===== config.mk =====
export PLATFORM = sky130hd
export DESIGN_NAME = moving_average_filter
export DESIGN_NICKNAME = d
export VERILOG_FILES = /design/src/rtl/maf_pkg.sv /design/src/rtl/moving_average_filter.sv /design/src/rtl/maf_ram.sv /design/src/rtl/maf_queue.sv /design/src/rtl/maf_front.sv /design/src/rtl/maf_back.sv
export VERILOG_INCLUDE_DIRS = /design/src /design/src/rtl
export SDC_FILE = /design/constraint.sdc
export NUM_CORES = 2
export LEC_CHECK = 0
export BUFFER_PORTS_ARGS = -buffer_cell sky130_fd_sc_hd__buf_2
export CAP_MARGIN = 20
export CELL_PAD_IN_SITES_DETAIL_PLACEMENT = 2
export CELL_PAD_IN_SITES_GLOBAL_PLACEMENT = 2
export CORE_MARGIN = 3
export CORE_UTILIZATION = 51
export DETAILED_ROUTE_END_ITERATION = 8
export GPL_TIMING_DRIVEN = 1
export PLACE_DENSITY_LB_ADDON = 0.1
export SYNTH_ARGS = -nofsm -noshare
export SYNTH_HDL_FRONTEND = slang
export SYNTH_MEMORY_MAX_BITS = 65536
export SYNTH_SLANG_ARGS = --single-unit

===== constraint.sdc =====
create_clock -name clk -period 9.53 [get_ports clk]
set_input_delay 0 -clock clk [delete_from_list [all_inputs] [get_ports clk]]
set_output_delay 0 -clock clk [all_outputs]
set_load 0.005 [all_outputs]

===== src/rtl/assert_macros.svh =====
// Assertion macros shared by the filter modules.
// Depends on nothing; the bodies vanish when SYNTH is defined.
`ifndef ASSERT_MACROS_SVH
`define ASSERT_MACROS_SVH
`ifndef SYNTH
// Property that must hold at every clock edge outside reset.
`define ASSERT_PROP(lbl, clk, rst_n, prop) \
    lbl: assert property (@(posedge clk) disable iff (!rst_n) (prop)) \
        else $error("%m: property failed");
// Condition that must never be true outside reset.
`define ASSERT_NEVER(lbl, clk, rst_n, cond) \
    lbl: assert property (@(posedge clk) disable iff (!rst_n) !(cond)) \
        else $error("%m: forbidden condition seen");
`else
`define ASSERT_PROP(lbl, clk, rst_n, prop)
`define ASSERT_NEVER(lbl, clk, rst_n, cond)
`endif
`endif


===== src/rtl/maf_pkg.sv =====
// Shared types and constants of the moving average filter.
// Depends on nothing; used by every module of the filter but the RAM.
`timescale 1ns / 1ps
package maf_pkg;

    // Width of the window length register on the configuration port.
    localparam int CFG_W = 9;
    // Window length after reset, before clamping to the ring size.
    localparam int LEN_RESET_VAL = 16;
    // Entries of the queue between front and back.
    localparam int QUEUE_DEPTH = 2;
    // Input action codes.
    localparam logic ACT_ADD   = 1'b0;
    localparam logic ACT_CLEAR = 1'b1;

    // Status of the decoupling queue as seen by its two sides.
    typedef struct packed {
        logic full;
        logic empty;
    } q_stat_t;

    // Front end: waiting for an item, or carrying one out.
    typedef enum logic {
        FE_IDLE,
        FE_EXEC
    } fe_state_t;

    // Back end: waiting for an entry, dividing, or handing over the result.
    typedef enum logic [1:0] {
        BE_IDLE,
        BE_DIV,
        BE_DONE
    } be_state_t;

endpackage


===== src/rtl/moving_average_filter.sv =====
// Boxcar moving average: front end keeps ring and running sum, back end divides.
// The front end takes one item at a time, holding it in its execute state until the queue
// takes the entry; a two-entry queue lets it accept further items while the bit-serial
// divider works on earlier ones, so the divider sets the sustained rate of results.
// Reset: rst_n clears control state asynchronously; window length returns to 16, ring empty.
`timescale 1ns / 1ps
module moving_average_filter #(
    parameter int WINDOW_MAX  = 256,
    parameter int SAMPLE_BITS = 16
) (
    input  logic                          clk,
    input  logic                          rst_n,
    input  logic                          push,
    output logic                          full,
    input  logic                          action,
    input  logic signed [SAMPLE_BITS-1:0] sample,
    output logic                          empty,
    input  logic                          pop,
    output logic signed [SAMPLE_BITS-1:0] average,
    output logic                          window_full,
    input  logic                          cfg_valid,
    output logic                          cfg_ready,
    input  logic [maf_pkg::CFG_W-1:0]     window_length
);
    import maf_pkg::*;

    localparam int ENTRY_W = SAMPLE_BITS + $clog2(WINDOW_MAX) + $clog2(WINDOW_MAX + 1) + 1;

    q_stat_t            q_stat;
    logic               q_wr, q_rd;
    logic [ENTRY_W-1:0] q_wr_data, q_rd_data;

    // Item intake, ring and running sum.
    maf_front #(
        .WINDOW_MAX  (WINDOW_MAX),
        .SAMPLE_BITS (SAMPLE_BITS)
    ) u_front (
        .clk           (clk),
        .rst_n         (rst_n),
        .push          (push),
        .full          (full),
        .action        (action),
        .sample        (sample),
        .cfg_valid     (cfg_valid),
        .cfg_ready     (cfg_ready),
        .window_length (window_length),
        .q_stat        (q_stat),
        .q_wr          (q_wr),
        .q_data        (q_wr_data)
    );

    // Decoupling queue of sums, fill counts and window-full flags.
    maf_queue #(
        .WIDTH (ENTRY_W),
        .DEPTH (QUEUE_DEPTH)
    ) u_queue (
        .clk     (clk),
        .rst_n   (rst_n),
        .wr_en   (q_wr),
        .wr_data (q_wr_data),
        .rd_en   (q_rd),
        .rd_data (q_rd_data),
        .stat    (q_stat)
    );

    // Division and result register.
    maf_back #(
        .WINDOW_MAX  (WINDOW_MAX),
        .SAMPLE_BITS (SAMPLE_BITS)
    ) u_back (
        .clk         (clk),
        .rst_n       (rst_n),
        .q_stat      (q_stat),
        .q_rd        (q_rd),
        .q_data      (q_rd_data),
        .empty       (empty),
        .pop         (pop),
        .average     (average),
        .window_full (window_full)
    );

endmodule


===== src/rtl/maf_ram.sv =====
// Generic single-port-write, single-port-read RAM with registered read data.
// Depends on nothing.
`timescale 1ns / 1ps
module maf_ram #(
    parameter int WIDTH = 16,
    parameter int DEPTH = 256
) (
    input  logic                     clk,
    input  logic                     wr_en,
    input  logic [$clog2(DEPTH)-1:0] wr_addr,
    input  logic [WIDTH-1:0]         wr_data,
    input  logic [$clog2(DEPTH)-1:0] rd_addr,
    output logic [WIDTH-1:0]         rd_data
);

    logic [WIDTH-1:0] mem [DEPTH];
    logic [WIDTH-1:0] rd_data_reg;

    // One write and one registered read per cycle.
    always_ff @(posedge clk)
    begin
        if (wr_en)
        begin
            mem[wr_addr] <= wr_data;
        end
        rd_data_reg <= mem[rd_addr];
    end

    assign rd_data = rd_data_reg;

endmodule


===== src/rtl/maf_queue.sv =====
// Small register queue that decouples the front end from the divider.
// Depends on maf_pkg for the status struct.
`timescale 1ns / 1ps
`include "assert_macros.svh"
module maf_queue #(
    parameter int WIDTH = 42,
    parameter int DEPTH = 2
) (
    input  logic             clk,
    input  logic             rst_n,
    input  logic             wr_en,
    input  logic [WIDTH-1:0] wr_data,
    input  logic             rd_en,
    output logic [WIDTH-1:0] rd_data,
    output maf_pkg::q_stat_t stat
);
    import maf_pkg::*;

    localparam int PTR_W = (DEPTH > 1) ? $clog2(DEPTH) : 1;
    localparam int CNT_W = $clog2(DEPTH + 1);

    logic [WIDTH-1:0] slot_reg [DEPTH];
    logic [PTR_W-1:0] wr_ptr_reg, wr_ptr_next;
    logic [PTR_W-1:0] rd_ptr_reg, rd_ptr_next;
    logic [CNT_W-1:0] cnt_reg, cnt_next;
    logic             do_wr, do_rd;

    // Status and the effective transfers.
    assign stat.full  = (cnt_reg == CNT_W'(DEPTH));
    assign stat.empty = (cnt_reg == '0);
    assign do_wr      = wr_en && !stat.full;
    assign do_rd      = rd_en && !stat.empty;
    assign rd_data    = slot_reg[rd_ptr_reg];

    // Pointer and count updates, wrapping at the depth.
    always_comb
    begin
        wr_ptr_next = wr_ptr_reg;
        rd_ptr_next = rd_ptr_reg;
        cnt_next    = cnt_reg;
        if (do_wr)
        begin
            wr_ptr_next = (wr_ptr_reg == PTR_W'(DEPTH - 1)) ? '0 : wr_ptr_reg + 1'b1;
        end
        if (do_rd)
        begin
            rd_ptr_next = (rd_ptr_reg == PTR_W'(DEPTH - 1)) ? '0 : rd_ptr_reg + 1'b1;
        end
        if (do_wr && !do_rd)
        begin
            cnt_next = cnt_reg + 1'b1;
        end
        else if (do_rd && !do_wr)
        begin
            cnt_next = cnt_reg - 1'b1;
        end
    end

    // Control registers.
    always_ff @(posedge clk or negedge rst_n)
    begin
        if (!rst_n)
        begin
            wr_ptr_reg <= '0;
            rd_ptr_reg <= '0;
            cnt_reg    <= '0;
        end
        else
        begin
            wr_ptr_reg <= wr_ptr_next;
            rd_ptr_reg <= rd_ptr_next;
            cnt_reg    <= cnt_next;
        end
    end

    // Entry storage.
    always_ff @(posedge clk)
    begin
        if (do_wr)
        begin
            slot_reg[wr_ptr_reg] <= wr_data;
        end
    end

    // The count never passes the depth.
    `ASSERT_PROP(a_cnt_bounded, clk, rst_n, cnt_reg <= CNT_W'(DEPTH))

endmodule


===== src/rtl/maf_front.sv =====
// Front end: accepts items, keeps the sample ring, fill count and running sum.
// Depends on maf_pkg and the maf_ram instance for the ring.
`timescale 1ns / 1ps
`include "assert_macros.svh"
module maf_front #(
    parameter int WINDOW_MAX  = 256,
    parameter int SAMPLE_BITS = 16
) (
    input  logic                                       clk,
    input  logic                                       rst_n,
    input  logic                                       push,
    output logic                                       full,
    input  logic                                       action,
    input  logic signed [SAMPLE_BITS-1:0]              sample,
    input  logic                                       cfg_valid,
    output logic                                       cfg_ready,
    input  logic [maf_pkg::CFG_W-1:0]                  window_length,
    input  maf_pkg::q_stat_t                           q_stat,
    output logic                                       q_wr,
    output logic [SAMPLE_BITS + $clog2(WINDOW_MAX) + $clog2(WINDOW_MAX + 1):0] q_data
);
    import maf_pkg::*;

    localparam int PTR_W     = $clog2(WINDOW_MAX);
    localparam int LEN_W     = $clog2(WINDOW_MAX + 1);
    localparam int SUM_W     = SAMPLE_BITS + $clog2(WINDOW_MAX);
    localparam int LEN_RESET = (LEN_RESET_VAL > WINDOW_MAX) ? WINDOW_MAX : LEN_RESET_VAL;
    localparam int ENTRY_W   = 1 + LEN_W + SUM_W;

    fe_state_t                state_reg, state_next;
    logic                     act_reg;
    logic signed [SAMPLE_BITS-1:0] smp_reg;
    logic [LEN_W-1:0]         len_reg, len_cfg;
    logic [PTR_W-1:0]         pos_reg, pos_next;
    logic [LEN_W-1:0]         fill_reg, fill_next;
    logic signed [SUM_W-1:0]  sum_reg, sum_next;
    logic [SAMPLE_BITS-1:0]   old_raw;
    logic [LEN_W-1:0]         pos_inc;
    logic                     accept, commit, cfg_wr;
    logic                     ring_full_next;
    logic [ENTRY_W-1:0]       entry;

    assign cfg_ready = 1'b1;
    assign cfg_wr    = cfg_valid && cfg_ready;

    // Clamp a written window length to the range one to the ring size.
    always_comb
    begin
        if (window_length == '0)
        begin
            len_cfg = LEN_W'(1);
        end
        else if (32'(window_length) > 32'(WINDOW_MAX))
        begin
            len_cfg = LEN_W'(WINDOW_MAX);
        end
        else
        begin
            len_cfg = LEN_W'(window_length);
        end
    end

    // Next state.
    always_comb
    begin
        state_next = state_reg;
        case (state_reg)
            FE_IDLE:
            begin
                if (push)
                begin
                    state_next = FE_EXEC;
                end
            end
            FE_EXEC:
            begin
                if (!q_stat.full)
                begin
                    state_next = FE_IDLE;
                end
            end
            default:
            begin
                state_next = FE_IDLE;
            end
        endcase
    end

    // Handshake outputs.
    always_comb
    begin
        full   = 1'b1;
        accept = 1'b0;
        commit = 1'b0;
        case (state_reg)
            FE_IDLE:
            begin
                full   = 1'b0;
                accept = push;
            end
            FE_EXEC:
            begin
                commit = !q_stat.full;
            end
            default:
            begin
                full = 1'b1;
            end
        endcase
    end

    // Ring, count and sum update for the item held in the execute slot.
    always_comb
    begin
        pos_inc   = LEN_W'(pos_reg) + LEN_W'(1);
        pos_next  = (pos_inc >= len_reg) ? '0 : PTR_W'(pos_inc);
        fill_next = fill_reg;
        sum_next  = sum_reg + SUM_W'(smp_reg);
        if (act_reg == ACT_CLEAR)
        begin
            pos_next  = '0;
            fill_next = '0;
            sum_next  = '0;
        end
        else if (fill_reg >= len_reg)
        begin
            // Window full: the oldest sample leaves as the new one comes in.
            sum_next = sum_reg - SUM_W'($signed(old_raw)) + SUM_W'(smp_reg);
        end
        else
        begin
            fill_next = fill_reg + 1'b1;
        end
        ring_full_next = (act_reg == ACT_ADD) && (fill_next >= len_reg);
        entry          = {ring_full_next, fill_next, sum_next};
    end

    assign q_wr   = commit;
    assign q_data = entry;

    // Sample ring; the read address follows the write position.
    maf_ram #(
        .WIDTH (SAMPLE_BITS),
        .DEPTH (WINDOW_MAX)
    ) u_ring (
        .clk     (clk),
        .wr_en   (commit && (act_reg == ACT_ADD)),
        .wr_addr (pos_reg),
        .wr_data (smp_reg),
        .rd_addr (pos_reg),
        .rd_data (old_raw)
    );

    // Control state and running sum.
    always_ff @(posedge clk or negedge rst_n)
    begin
        if (!rst_n)
        begin
            state_reg <= FE_IDLE;
            len_reg   <= LEN_W'(LEN_RESET);
            pos_reg   <= '0;
            fill_reg  <= '0;
            sum_reg   <= '0;
        end
        else
        begin
            state_reg <= state_next;
            if (cfg_wr)
            begin
                len_reg  <= len_cfg;
                pos_reg  <= '0;
                fill_reg <= '0;
                sum_reg  <= '0;
            end
            else if (commit)
            begin
                pos_reg  <= pos_next;
                fill_reg <= fill_next;
                sum_reg  <= sum_next;
            end
        end
    end

    // Item held while it is carried out.
    always_ff @(posedge clk)
    begin
        if (accept)
        begin
            act_reg <= action;
            smp_reg <= sample;
        end
    end

    // The ring never holds more than a window, and the position stays inside it.
    `ASSERT_PROP(a_fill_in_window, clk, rst_n, fill_reg <= len_reg)
    `ASSERT_PROP(a_pos_in_window, clk, rst_n, LEN_W'(pos_reg) < len_reg)

endmodule


===== src/rtl/maf_back.sv =====
// Back end: divides the running sum by the fill count, one quotient bit a cycle.
// Depends on maf_pkg; holds the output register of the result side.
`timescale 1ns / 1ps
`include "assert_macros.svh"
module maf_back #(
    parameter int WINDOW_MAX  = 256,
    parameter int SAMPLE_BITS = 16
) (
    input  logic                                       clk,
    input  logic                                       rst_n,
    input  maf_pkg::q_stat_t                           q_stat,
    output logic                                       q_rd,
    input  logic [SAMPLE_BITS + $clog2(WINDOW_MAX) + $clog2(WINDOW_MAX + 1):0] q_data,
    output logic                                       empty,
    input  logic                                       pop,
    output logic signed [SAMPLE_BITS-1:0]              average,
    output logic                                       window_full
);
    import maf_pkg::*;

    localparam int LEN_W = $clog2(WINDOW_MAX + 1);
    localparam int SUM_W = SAMPLE_BITS + $clog2(WINDOW_MAX);
    localparam int CNT_W = $clog2(SUM_W + 1);

    be_state_t              state_reg, state_next;
    logic                   neg_reg, full_reg;
    logic [LEN_W-1:0]       div_reg;
    logic [LEN_W-1:0]       rem_reg, rem_next;
    logic [SUM_W-1:0]       quo_reg, quo_next;
    logic [CNT_W-1:0]       cnt_reg;
    logic [LEN_W:0]         rem_sh;
    logic signed [SUM_W-1:0] q_sum;
    logic [SUM_W-1:0]       q_mag;
    logic                   step, load_out, slot_free;
    logic                   out_valid_reg;
    logic signed [SAMPLE_BITS-1:0] avg_reg, avg_next;
    logic                   wfull_reg;

    assign q_sum     = q_data[SUM_W-1:0];
    assign q_mag     = q_sum[SUM_W-1] ? SUM_W'(-q_sum) : SUM_W'(q_sum);
    assign slot_free = !out_valid_reg || pop;

    // Next state.
    always_comb
    begin
        state_next = state_reg;
        case (state_reg)
            BE_IDLE:
            begin
                if (!q_stat.empty)
                begin
                    state_next = BE_DIV;
                end
            end
            BE_DIV:
            begin
                if (cnt_reg == CNT_W'(1))
                begin
                    state_next = BE_DONE;
                end
            end
            BE_DONE:
            begin
                if (slot_free)
                begin
                    state_next = BE_IDLE;
                end
            end
            default:
            begin
                state_next = BE_IDLE;
            end
        endcase
    end

    // Control outputs of the divider sequencer.
    always_comb
    begin
        q_rd     = 1'b0;
        step     = 1'b0;
        load_out = 1'b0;
        case (state_reg)
            BE_IDLE:
            begin
                q_rd = !q_stat.empty;
            end
            BE_DIV:
            begin
                step = 1'b1;
            end
            BE_DONE:
            begin
                load_out = slot_free;
            end
            default:
            begin
                q_rd = 1'b0;
            end
        endcase
    end

    // One restoring division step; the quotient shifts in where the dividend leaves.
    always_comb
    begin
        rem_sh = {rem_reg, quo_reg[SUM_W-1]};
        if (rem_sh >= {1'b0, div_reg})
        begin
            rem_next = LEN_W'(rem_sh - {1'b0, div_reg});
            quo_next = {quo_reg[SUM_W-2:0], 1'b1};
        end
        else
        begin
            rem_next = LEN_W'(rem_sh);
            quo_next = {quo_reg[SUM_W-2:0], 1'b0};
        end
    end

    // Signed result, zero for an empty window.
    always_comb
    begin
        if (div_reg == '0)
        begin
            avg_next = '0;
        end
        else if (neg_reg)
        begin
            avg_next = SAMPLE_BITS'(~quo_reg + 1'b1);
        end
        else
        begin
            avg_next = SAMPLE_BITS'(quo_reg);
        end
    end

    // Sequencer and output valid.
    always_ff @(posedge clk or negedge rst_n)
    begin
        if (!rst_n)
        begin
            state_reg     <= BE_IDLE;
            cnt_reg       <= '0;
            out_valid_reg <= 1'b0;
        end
        else
        begin
            state_reg <= state_next;
            if (q_rd)
            begin
                cnt_reg <= CNT_W'(SUM_W);
            end
            else if (step)
            begin
                cnt_reg <= cnt_reg - 1'b1;
            end
            if (load_out)
            begin
                out_valid_reg <= 1'b1;
            end
            else if (pop)
            begin
                out_valid_reg <= 1'b0;
            end
        end
    end

    // Divider operands and result register.
    always_ff @(posedge clk)
    begin
        if (q_rd)
        begin
            neg_reg  <= q_sum[SUM_W-1];
            full_reg <= q_data[SUM_W+LEN_W];
            div_reg  <= q_data[SUM_W+LEN_W-1:SUM_W];
            rem_reg  <= '0;
            quo_reg  <= q_mag;
        end
        else if (step)
        begin
            rem_reg <= rem_next;
            quo_reg <= quo_next;
        end
        if (load_out)
        begin
            avg_reg   <= avg_next;
            wfull_reg <= full_reg;
        end
    end

    assign empty       = !out_valid_reg;
    assign average     = avg_reg;
    assign window_full = wfull_reg;

    // A finished non-negative quotient of a non-empty window fits the sample range.
    `ASSERT_PROP(a_quo_fits, clk, rst_n,
        (state_reg == BE_DONE && div_reg != '0 && !neg_reg) |->
        (quo_reg[SUM_W-1:SAMPLE_BITS-1] == '0))
    // The result is handed over only once the division steps have run.
    `ASSERT_PROP(a_done_after_div, clk, rst_n,
        (state_reg == BE_DONE) |-> ($past(state_reg) == BE_DIV || $past(state_reg) == BE_DONE))

endmodule


==> key figures, run 1 <==
Run status
  • Outcome: did not finish
  • Halt Stage: detailed placement
  • Log Error: [ERROR DPL-0033] detailed placement checks failed during check placement.

Placed design
  • DPL Wire Length: 369,400 µm
  • Final Wtd Congestion: just over 0.8
  • Port-buffer cells: 49

Yosys
  • Asr flop ratio synth: between 1 and 1.5%
  • Mapped Cells: 7,641
  • Number of flops mapped to enable cells by yosys: 4,233
  • Synth Cell Area: about 170,000 µm²
  • YS warnings: 0
  • Seq cells post-synth: 4,321
  • Synth cell types: between 70 and 80
  • Ys flop type: edfxtp_1
  • Seq/Total Area, Yosys: approximately 76%
  • Syn avg cell area: about 22 µm²
  • Post-Syn Nets: 7,790

Die
  • Die X: slightly below 600 µm
  • # IOs: slightly above 50
  • Die height: a little under 600 µm
  • Row count: ~210
  • Initial core utilization: 51.35%
## through the flow
step | hold slack (ns) | instance area [µm²] | setup slack [ns] | std cells
3_3_place_gp | -0.1095 | 177800 | 4.375 | 12030
2_1_floorplan | -0.2956 | 170000 | 2.316 | 7641
## Yosys cell counts (all sizes together), types with 14 or more instances
cell	instances	area, µm²
a31oi	15	93.84
a211oi	14	105.1
nand2	223	837.1
xor2	54	473.0
a22oi	22	165.2
dfrtp	62	1551
buf	190	939.7
nor2b	41	256.5
nand2b	23	143.9
fa	25	500.5
mux2i	45	450.4
nand3	59	295.3
dfxtp	25	500.5
o21ai	104	520.5
nor2	357	1340
xnor2	45	394.1
nand4	25	156.4
nor3	28	140.1
clkbuf	212	795.8
edfxtp	4233	127100
a21oi	106	530.5
mux4	1306	29410
a21o	25	187.7
mux2	16	180.2
or3	14	87.58
inv	127	476.7
ha	93	1164
## logic make-up after synthesis
logic type | after synthesis | share of synthesized area [%]
adder cells (fa/ha/maj) | 118 | 0.9788
XOR/XNOR | 99 | 0.5100
AND/OR/NAND/NOR | 831 | 2.171
other | 1 | 0.002206
buffers and inverters | 529 | 1.301
multiplexers | 1367 | 17.67
AO/OA/AOI/OAI | 375 | 1.378
flip-flops | 4321 | 75.99
==> inputs of run 2 (changes only) <==
--- a/config.mk
+++ b/config.mk
@@ -8,13 +8,11 @@
 export LEC_CHECK = 0
 export BUFFER_PORTS_ARGS = -buffer_cell sky130_fd_sc_hd__buf_2
 export CAP_MARGIN = 20
-export CELL_PAD_IN_SITES_DETAIL_PLACEMENT = 2
-export CELL_PAD_IN_SITES_GLOBAL_PLACEMENT = 2
 export CORE_MARGIN = 3
-export CORE_UTILIZATION = 51
+export CORE_UTILIZATION = 38
 export DETAILED_ROUTE_END_ITERATION = 8
 export GPL_TIMING_DRIVEN = 1
-export PLACE_DENSITY_LB_ADDON = 0.1
+export PLACE_DENSITY_LB_ADDON = 0.15
 export SYNTH_ARGS = -nofsm -noshare
 export SYNTH_HDL_FRONTEND = slang
 export SYNTH_MEMORY_MAX_BITS = 65536
==> run 2 against run 1 <==
  * The flow now finishes, with violations (slew limit)
  * Synthesized cell count unchanged
  * Synthesized area stayed put
==> key figures, run 2 <==
Run status
  • Outcome: finished, violations left
  • Violated checks: slew limit

CTS
  • Gates resized, CTS repair: 0
  • Clock latency on the worst-skew pair: roughly 1.0 ns
  • CTS Sinks: 4,321
  • Reg clk slew, reported paths: about 0.060 ns
  • CTS tree: done
  • CTS Buf Count: between 400 and 500
  • H-tree depth reported by CTS: 5
  • # hold bufs at CTS: 77
  • Max Buffers Root-to-Sink: 4
  • Clock root cell: clkbuf_16
  • Setup bufs post-CTS: 0

Hold path
  • Worst hold path class: in2reg
  • Hold Crit Start: cfg_valid
  • Hold Path End: u_front.fill_reg[4]
  • Hold Path Stages: 4

Yosys
  • Ys flop type: edfxtp_1
  • Number of flops mapped to enable cells by yosys: about 4.2k
  • Syn avg cell area: between 20 and 25 µm²
  • Seq cells post-synth: 4,321
  • YS warnings: 0
  • Seq/Total Area, Yosys: 75.99%
  • Synth cell types: 76
  • Largest cells by area after synthesis: edfxtp_1 75%, mux4_2 17%, dfrtp_1 0.91%, nor2_1 0.79%, ha_1 0.68%
  • Most common cell in the netlist: edfxtp_1
  • Area fraction of the dominant cell type after synthesis: between 70% and 80%
  • Synth Cell Area: 170,000 µm²
  • Synth top cells by count: 4,233 x edfxtp_1, 1,306 x mux4_2, 357 x nor2_1
  • Mapped Cells: roughly 7.6k
  • Asr flop ratio synth: around 1.5%
  • Synth area leader: edfxtp_1
  • Post-Syn Nets: around 7.8k

Critical path
  • CP delay by family, top: simple AND/OR/NAND/NOR gates
  • WP buf/inv: 2
  • Reg-to-reg endpoint: u_front.u_ring.mem[175][1]
  • Critical path cell sequence: ha_1 -> nand3_1 -> or3_2 -> buf_4 -> nor2_2 -> buf_4
  • CP startpoint kind: register
  • Reg2Reg Setup Slack: between 4 and 5 ns
  • CP arrival: ~5.6 ns
  • WP data required: 10.15 ns
  • Worst Path Max Fanout: 29
  • Crit path capture type: register
  • CP Launch Point: u_front.pos_reg[0]
  • CP most frequent cell: buf_4
  • R2R cell count: 6
  • Crit Path Category: reg2reg
  • R2R Path Start: u_front.pos_reg[0]
  • Slowest Stage Delay on Critical Path: roughly 0.92 ns
  • Max stage delay cell, worst path: dfrtp_4

Route
  • DR DRC count: 0
  • Vias: about 82k
  • First drt pass iteration count: 6
  • Drt total wl: 480,900 µm
  • Via density: roughly 5.6
  • Detail Route Antenna Nets: 0
  • Post-DR wirelength/cell: ~33 µm
  • 1st-iter DRT viols: 8,677

Finish
  • Post-layout instance area: approximately 200,000 µm²
  • Largest register FFs: 4,096
  • Layout net count: roughly 8.4k
  • Most common cell after layout, fill and taps aside: edfxtp_1
  • Share of cells above drive strength 1: 31.51%
  • Commonest non-fill, non-tap cells in the layout: 4,233 x edfxtp_1, 1,306 x mux4_2, 459 x clkbuf_16, 349 x buf_4, 235 x nor2_2
  • Syn-to-layout area delta: 15.31%
  • FILL cells: between 30k and 40k

Global route
  • Vias in the first global route: ~84k
  • Gr ovfl total: 0
  • Initial antenna violation count: 17
  • Gr usage total: between 20% and 30%
  • First-pass GRT wire length: 671,400 µm
  • Largest net degree at the start of global routing: approximately 210

Timing
  • Min cycle time layout: 4.984 ns
  • Fmax: ~200 MHz
  • Count of final max-slew check failures: 16
  • Endpoints failing setup: 0
  • Period utilisation layout: about 52%
  • Relative slew slack: -0.3849%
  • RSZ-0062 raised after global routing: no
  • Endpoints failing hold: 0
  • Final TNS setup: 0 ns
  • Tightest Pin Transition: approximately 1.5 ns
  • Worst clock skew: around 0.084 ns

Die
  • # IOs: a little over 50
  • Row count: 245
  • Initial core utilization: a little under two fifths
  • Die X: about 670 µm
  • Core ar.: 445,400 µm²
  • Die footprint: roughly 460,000 µm²
  • Die height: 674.9 µm

Placed design
  • DPL Wire Length: roughly 280,000 µm
  • Port-buffer cells: ~50
  • Placement Cell Area: 180,200 µm²
  • Final Wtd Congestion: a little over 0.8

Pwr
  • Sw Pwr: roughly 14 mW
  • Pwr/cell area: ~260 nW/µm²
  • Leak: 60.12 nW
  • Flop pwr share: around 44%
  • Sw frac: approximately 28%
  • Max rail drop VDD: 0.1698 mV
  • Internal: roughly 37 mW
  • Clock power share: 34.9%
  • Comb pwr share: 20.8%

Flow run
  • MaxCap Viol Count: 0
## run 2: logic make-up after synthesis
family,count (synthesis),share of synthesized area [%]
buf+inv,529,1.301
flops,4321,75.99
simple gates,831,2.171
other cells,1,0.002206
mux,1367,17.67
compound gates,375,1.378
xor+xnor,99,0.5100
fa+ha+maj,118,0.9788
## run 2: final cells by class
class                      instances  area [µm²]  area share [%]
timing repair buffer             524        4633           2.363
multi-input combinational       2791       39430           20.11
antenna                           12       30.03         0.01532
sequential                      4321      129200           65.91
clock inverter                   305        2997           1.529
clock buffer                     543       11840           6.040
inverter                         127       479.2          0.2444
tap                             5928        7417           3.784
## run 2: how the worst max path moves through the flow
stage / to / cells past startpoint
after floorplan: u_front.sum_reg[23] / 13
after global placement: u_front.u_ring.rd_data[7] / 7
after detailed placement: u_front.u_ring.mem[255][0] / 6
after CTS: u_front.u_ring.mem[175][0] / 6
after global routing: u_front.u_ring.rd_data[4] / 7
final: u_front.u_ring.mem[175][1] / 6
## run 2: worst min-delay path: cells and delay by family
kind	cells	cell delay [ns]
simple gates	1	0.16
buf+inv	3	0.93
## run 2: per-stage QoR
stage                     worst slack (ns)  total power, mW  hold WS, ns  instances  utilization [%]
after global placement               4.151            33.32       0.1859      13590            40.39
after detailed placement             4.514            33.44       0.1811      13600            40.45
final                                4.546            50.54       0.1755      14550            44.01
after CTS                            4.458            51.12      0.09022      14530            43.95
after global routing                 4.401            52.57       0.1651      14540            44.01
after floorplan                      2.316            30.04      -0.2956       7641                -
## run 2: routing by layer
layer  vias up  global-route usage, %  part of all wire, %
met5         -                      0               0.0075
met4         6                  6.253                  3.4
met3       671                  4.054                  6.8
met2      2800                  33.75                   48
met1     44950                  29.22                   42
li1      33360                      -                    -
## run 2: power groups by stage
| stage | Combinational [mW] | Sequential (mW) | Clock [mW] |
|---|---|---|---|
| 6_report | 10.5 | 22.4 | 17.6 |
| 5_1_grt | 11.4 | 22.4 | 18.8 |
| 4_1_cts | 10.7 | 22.4 | 18.0 |
| 3_5_place_dp | 10.7 | 22.8 | 0 |
| 3_3_place_gp | 10.6 | 22.8 | 0 |
| 2_1_floorplan | 6.95 | 23.1 | 0 |
Power figures use the tool's default switching activity.
